===== config.mk =====
export PLATFORM = sky130hd
export DESIGN_NAME = wpu_ctrl
export DESIGN_NICKNAME = d
export VERILOG_FILES = /design/src/sv/wpu_pkg.sv /design/src/sv/wpu_ctrl.sv
export VERILOG_INCLUDE_DIRS = /design/src /design/src/sv
export SDC_FILE = /design/constraint.sdc
export NUM_CORES = 1
export LEC_CHECK = 0
export ABC_AREA = 1
export CAP_MARGIN = 10
export CORE_AREA = 2 2 39 41
export DETAILED_ROUTE_END_ITERATION = 10
export DIE_AREA = 0 0 41 43
export DONT_BUFFER_PORTS = 1
export HOLD_SLACK_MARGIN = 0.1
export PLACE_DENSITY = 0.51
export RECOVER_POWER = 25
export SETUP_SLACK_MARGIN = 0.5
export SYNTH_ARGS = -nofsm -noshare
export SYNTH_HDL_FRONTEND = slang
export SYNTH_SLANG_ARGS = --single-unit

===== constraint.sdc =====
create_clock -name clk -period 1.8 [get_ports clk]
set_clock_uncertainty 0.05 [all_clocks]
set_input_delay 0.18 -clock clk [delete_from_list [all_inputs] [get_ports clk]]
set_output_delay 0.18 -clock clk [all_outputs]
set_load 0.05 [all_outputs]

===== src/sv/windowed_posting_union_assert.svh =====
// assertion macros shared by the windowed posting union modules
// no dependencies; included by files that carry concurrent checks
`ifndef WINDOWED_POSTING_UNION_ASSERT_SVH
`define WINDOWED_POSTING_UNION_ASSERT_SVH

// implication checked on every rising clock edge outside reset
`define WPU_ASSERT(label, clk, rst_n, prop, msg) \
  label: assert property (@(posedge clk) disable iff (!rst_n) prop) else $error(msg);

// plain invariant, same clocking
`define WPU_ASSERT_ALWAYS(label, clk, rst_n, expr, msg) \
  label: assert property (@(posedge clk) disable iff (!rst_n) (expr)) else $error(msg);

`endif


===== src/sv/wpu_pkg.sv =====
// types and constants of the windowed posting union
// no dependencies; imported by wpu_ctrl, wpu_dp and the top module
package wpu_pkg;

  localparam int WORD_BITS = 64;
  localparam int BIT_W     = 6;

  localparam logic [1:0] CMD_OPEN = 2'd0;
  localparam logic [1:0] CMD_ADD  = 2'd1;
  localparam logic [1:0] CMD_NEXT = 2'd2;
  localparam logic [1:0] CMD_SKIP = 2'd3;

  typedef struct packed {
    logic [1:0]  command;
    logic [31:0] doc_id;
    logic [23:0] term_score;
  } in_item_t;

  typedef struct packed {
    logic        found;
    logic [31:0] doc_out;
    logic [31:0] score_out;
    logic        out_of_window;
  } out_item_t;

  typedef enum logic [3:0] {
    DP_NOP,
    DP_OPEN,
    DP_EMIT_ZERO,
    DP_EMIT_OOW,
    DP_ADD_RD,
    DP_ADD_WR,
    DP_SCAN_RD,
    DP_SCAN_ADV,
    DP_TAKE_RD,
    DP_TAKE_OUT,
    DP_SKIP_ALL,
    DP_SKIP_RD,
    DP_SKIP_WR
  } dp_op_t;

  typedef struct packed {
    logic   load;
    dp_op_t op;
  } dp_cmd_t;

  typedef struct packed {
    logic [1:0] command;
    logic       add_oow;
    logic       skip_noop;
    logic       skip_beyond;
    logic       scan_end;
    logic       word_zero;
  } dp_status_t;

endpackage


===== src/sv/wpu_ctrl.sv =====
// sequencer of the windowed posting union
// depends on wpu_pkg and the assertion macro header
`include "windowed_posting_union_assert.svh"
module wpu_ctrl (
  input  logic                clk,
  input  logic                rst_n,
  input  logic                start,
  output logic                busy,
  input  wpu_pkg::dp_status_t status,
  output wpu_pkg::dp_cmd_t    cmd
);
  import wpu_pkg::*;

  typedef enum logic [2:0] {
    S_IDLE,
    S_DISP,
    S_ADD_WR,
    S_SKIP_WR,
    S_SCAN_CHK,
    S_SCAN_TEST,
    S_TAKE_OUT
  } state_t;

  state_t state_r, state_nxt;
  logic   busy_r, busy_nxt;

  always_comb begin
    state_nxt = state_r;
    cmd.load  = 1'b0;
    cmd.op    = DP_NOP;
    case (state_r)
      S_IDLE: begin
        cmd.load = start;
        if (start) state_nxt = S_DISP;
      end
      S_DISP: begin
        case (status.command)
          CMD_OPEN: begin
            cmd.op    = DP_OPEN;
            state_nxt = S_IDLE;
          end
          CMD_ADD: begin
            if (status.add_oow) begin
              cmd.op    = DP_EMIT_OOW;
              state_nxt = S_IDLE;
            end else begin
              cmd.op    = DP_ADD_RD;
              state_nxt = S_ADD_WR;
            end
          end
          CMD_NEXT: begin
            if (status.scan_end) begin
              cmd.op    = DP_EMIT_ZERO;
              state_nxt = S_IDLE;
            end else begin
              cmd.op    = DP_SCAN_RD;
              state_nxt = S_SCAN_CHK;
            end
          end
          default: begin
            if (status.skip_noop) begin
              cmd.op    = DP_EMIT_ZERO;
              state_nxt = S_IDLE;
            end else if (status.skip_beyond) begin
              cmd.op    = DP_SKIP_ALL;
              state_nxt = S_IDLE;
            end else begin
              cmd.op    = DP_SKIP_RD;
              state_nxt = S_SKIP_WR;
            end
          end
        endcase
      end
      S_ADD_WR: begin
        cmd.op    = DP_ADD_WR;
        state_nxt = S_IDLE;
      end
      S_SKIP_WR: begin
        cmd.op    = DP_SKIP_WR;
        state_nxt = S_IDLE;
      end
      S_SCAN_CHK: begin
        if (status.word_zero) begin
          cmd.op    = DP_SCAN_ADV;
          state_nxt = S_SCAN_TEST;
        end else begin
          cmd.op    = DP_TAKE_RD;
          state_nxt = S_TAKE_OUT;
        end
      end
      S_SCAN_TEST: begin
        if (status.scan_end) begin
          cmd.op    = DP_EMIT_ZERO;
          state_nxt = S_IDLE;
        end else begin
          cmd.op    = DP_SCAN_RD;
          state_nxt = S_SCAN_CHK;
        end
      end
      S_TAKE_OUT: begin
        cmd.op    = DP_TAKE_OUT;
        state_nxt = S_IDLE;
      end
      default: begin
        state_nxt = S_IDLE;
      end
    endcase
    busy_nxt = (state_nxt != S_IDLE);
  end

  always_ff @(posedge clk) begin
    if (!rst_n) begin
      state_r <= S_IDLE;
      busy_r  <= 1'b0;
    end else begin
      state_r <= state_nxt;
      busy_r  <= busy_nxt;
    end
  end

  assign busy = busy_r;

  `WPU_ASSERT(a_accept_busy, clk, rst_n, (start && !busy_r) |=> busy_r, "accept did not raise busy")
  `WPU_ASSERT(a_load_idle, clk, rst_n, cmd.load |-> !busy_r, "item loaded while busy")
  `WPU_ASSERT(a_take_done, clk, rst_n, (cmd.op == DP_TAKE_OUT) |=> !busy_r, "busy after next result")

endmodule


==> results.json <==
{
  "status": "complete, no violations",
  "ir_drop_v": 0.000181,
  "synth_edf_count": 0,
  "root_buffer": "clkbuf_4",
  "drc": 0,
  "critPathMaxFanout": 5,
  "reg2reg_from": "state_r[1]$_SDFF_PN0_",
  "syn_nets": 72,
  "yosysTopAreaCellShare_pct": 22.9,
  "synthArstFlopShare_pct": 0,
  "r2r_end": "busy$_SDFF_PN0_",
  "top_layer": "met4",
  "drv_cap": 0,
  "grt_first_pass_wirelength_um": 1590,
  "clk-insertion-delay-late_ns": 0.24,
  "wl_per_cell_um": 10.6,
  "totalWireLength_um": 919,
  "grt_pass1_vias": 411,
  "worstPathRequired_ns": 1.57,
  "hp-class": "primary input to flop",
  "dpl_cell_area_sq_um": 388,
  "area_delta_synth_final_pct": 51.6,
  "antenna_found_initial": 0,
  "io_buffers": 0,
  "power.density_nw_per_um2": 600,
  "die_area_sq_um": 1760,
  "rsz0062_at_grt": "true",
  "clock-sinks": 4,
  "reg2reg_depth": 6,
  "tritoncts": "yes",
  "yosys_warnings": 0,
  "yosysSeqAreaShare_pct": 22.9,
  "gp_congestion": 0.763,
  "path_clk_slew_ns": 0.04,
  "overflow": 0,
  "nets": 83,
  "fin_setup_tns_ns": 0,
  "cp-end-kind": "output port",
  "met1_length_um": 359,
  "min_to": "state_r[1]$_SDFF_PN0_",
  "avgSynthCellArea_sq_um": 5.63,
  "yosysMostFrequentCell": "nand2_1",
  "cp.arrival_ns": 1.26,
  "grt_max_degree": 6,
  "drt_iter0_drc": 4,
  "n_antenna_cell": 0,
  "synth_ff_type": "dfxtp_1",
  "maxSlewViolCount": 0,
  "path_class": "flop to output port",
  "firstDrtPassIters": 4,
  "pin_count": 16,
  "detail_route.vias_per_cell": 4.72,
  "layout-drive-gt1-share_pct": 40.8,
  "design_area_sq_um": 529,
  "hpwlAfterDp_um": 692,
  "yosysUniqueCellTypes": 12,
  "hold_depth": 5,
  "layout_min_cycle_time_ns": 1.49,
  "hold_violations": 0,
  "clockBufferDepth": 2,
  "final_antenna_net_count": 0,
  "min_from": "status[0]",
  "synth_cells": 62,
  "final_util_pct": 38.2,
  "whs_ns": 0.207,
  "setup_viol": 0,
  "synth_common_cells": "nand2_1, inv_1, nand3_1, nor2_1, dfxtp_1",
  "core_area_sq_um": 1380,
  "p_leak_nw": 0.285,
  "period_share_pct": 82.8,
  "initial_core_util_pct": 25.2,
  "numCtsBuffers": 3,
  "std_cell_rows": 14,
  "dr_wl_met3_um": 37,
  "synthTopCellsByArea": "dfxtp_1, nand2_1, nand3_1",
  "die_h_um": 43,
  "yosys_register_bits": 4,
  "slew-limit-headroom_pct": 68.6,
  "cts.htree.levels": 1,
  "yosys.area.top_type": "dfxtp_1",
  "syn_area_sq_um": 349,
  "crit_path_start_kind": "flop",
  "grt_use_total_pct": 13.3,
  "vias": 411,
  "wl_met2_um": 507,
  "fmax_mhz": 671,
  "worst_pin_slew_ns": 0.471,
  "die_w_um": 41,
  "reg2reg_slack_ns": 0.58
}
through the flow:
stage | setup slack, ns | power (mW) | instances
after detailed placement | 0.411 | 0.185 | 79
after floorplan | 0.517 | 0.176 | 62
final | 0.310 | 0.317 | 87
after global placement | 0.442 | 0.185 | 79
after CTS | 0.341 | 0.316 | 85
after global routing | 0.241 | 0.336 | 87
what timing repair did:
item,CTS,global route
setup buffers,2,2
endpoints found under the setup margin,5,7
hold endpoints to repair,4,0
resized for setup,14,7
hold buffers,1,0
pin swaps,3,7
flip-flops by register name (all words and copies together) (netlist names):
name	flops
state_r	3
busy	1
worst max path at each step:
| stage | slack (ns) | start | end | cells past startpoint |
|---|---|---|---|---|
| 3_3_place_gp | 0.44 | state_r[1]$_SDFF_PN0_ | cmd[0] | 3 |
| 3_5_place_dp | 0.41 | state_r[2]$_SDFF_PN0_ | cmd[0] | 2 |
| 4_1_cts | 0.34 | state_r[1]$_SDFF_PN0_ | cmd[2] | 5 |
| 2_1_floorplan | 0.52 | state_r[2]$_SDFF_PN0_ | cmd[3] | 2 |
| 6_report | 0.31 | state_r[1]$_SDFF_PN0_ | cmd[3] | 6 |
| 5_1_grt | 0.24 | state_r[1]$_SDFF_PN0_ | cmd[3] | 6 |
logic make-up after synthesis:
| group | Yosys count | synth area share (%) |
|---|---|---|
| buf+inv | 14 | 15.1 |
| flops | 4 | 22.9 |
| compound gates | 5 | 8.24 |
| simple gates | 39 | 53.8 |
where the power goes:
part | internal (mW) | switching [mW]
registers | 0.0930 | 0.0152
clock network | 0.0748 | 0.0398
logic | 0.0292 | 0.0654
critical path, cell delays in order, from the launching register on:
cell and delay [ns]:
dfxtp_1 0.45, inv_4 0.07, nand2_1 0.10, nor2_4 0.05, nand2_2 0.07, o2111ai_2 0.11, buf_6 0.17
layout make-up:
class	count	area (sq um)
Tap cell	16	20.0
Sequential cell	4	87.6
Fill cell	158	855
Clock buffer	3	22.5
Inverter	14	58.8
Timing Repair Buffer	6	51.3
Multi-Input combinational cell	44	289
cell usage in the layout (no fill, tap or decap), drive strengths merged:
cell,n
nand2,19
inv,13
nand3,11
nor2,9
buf,5
dfxtp,4
clkbuf,3
o21ai,2
a21oi,2
o2111ai,1
clkinvlp,1
dlygate4sd3,1
layer usage:
| layer | global-route usage, % | up-vias |
|---|---|---|
| met2 | 20.9 | 9 |
| met4 | 8.00 | 0 |
| met1 | 15.4 | 191 |
| met3 | 3.14 | 2 |
| met5 | 0 | - |
| li1 | - | 209 |
No activity file was read; power rests on OpenSTA's default activity.
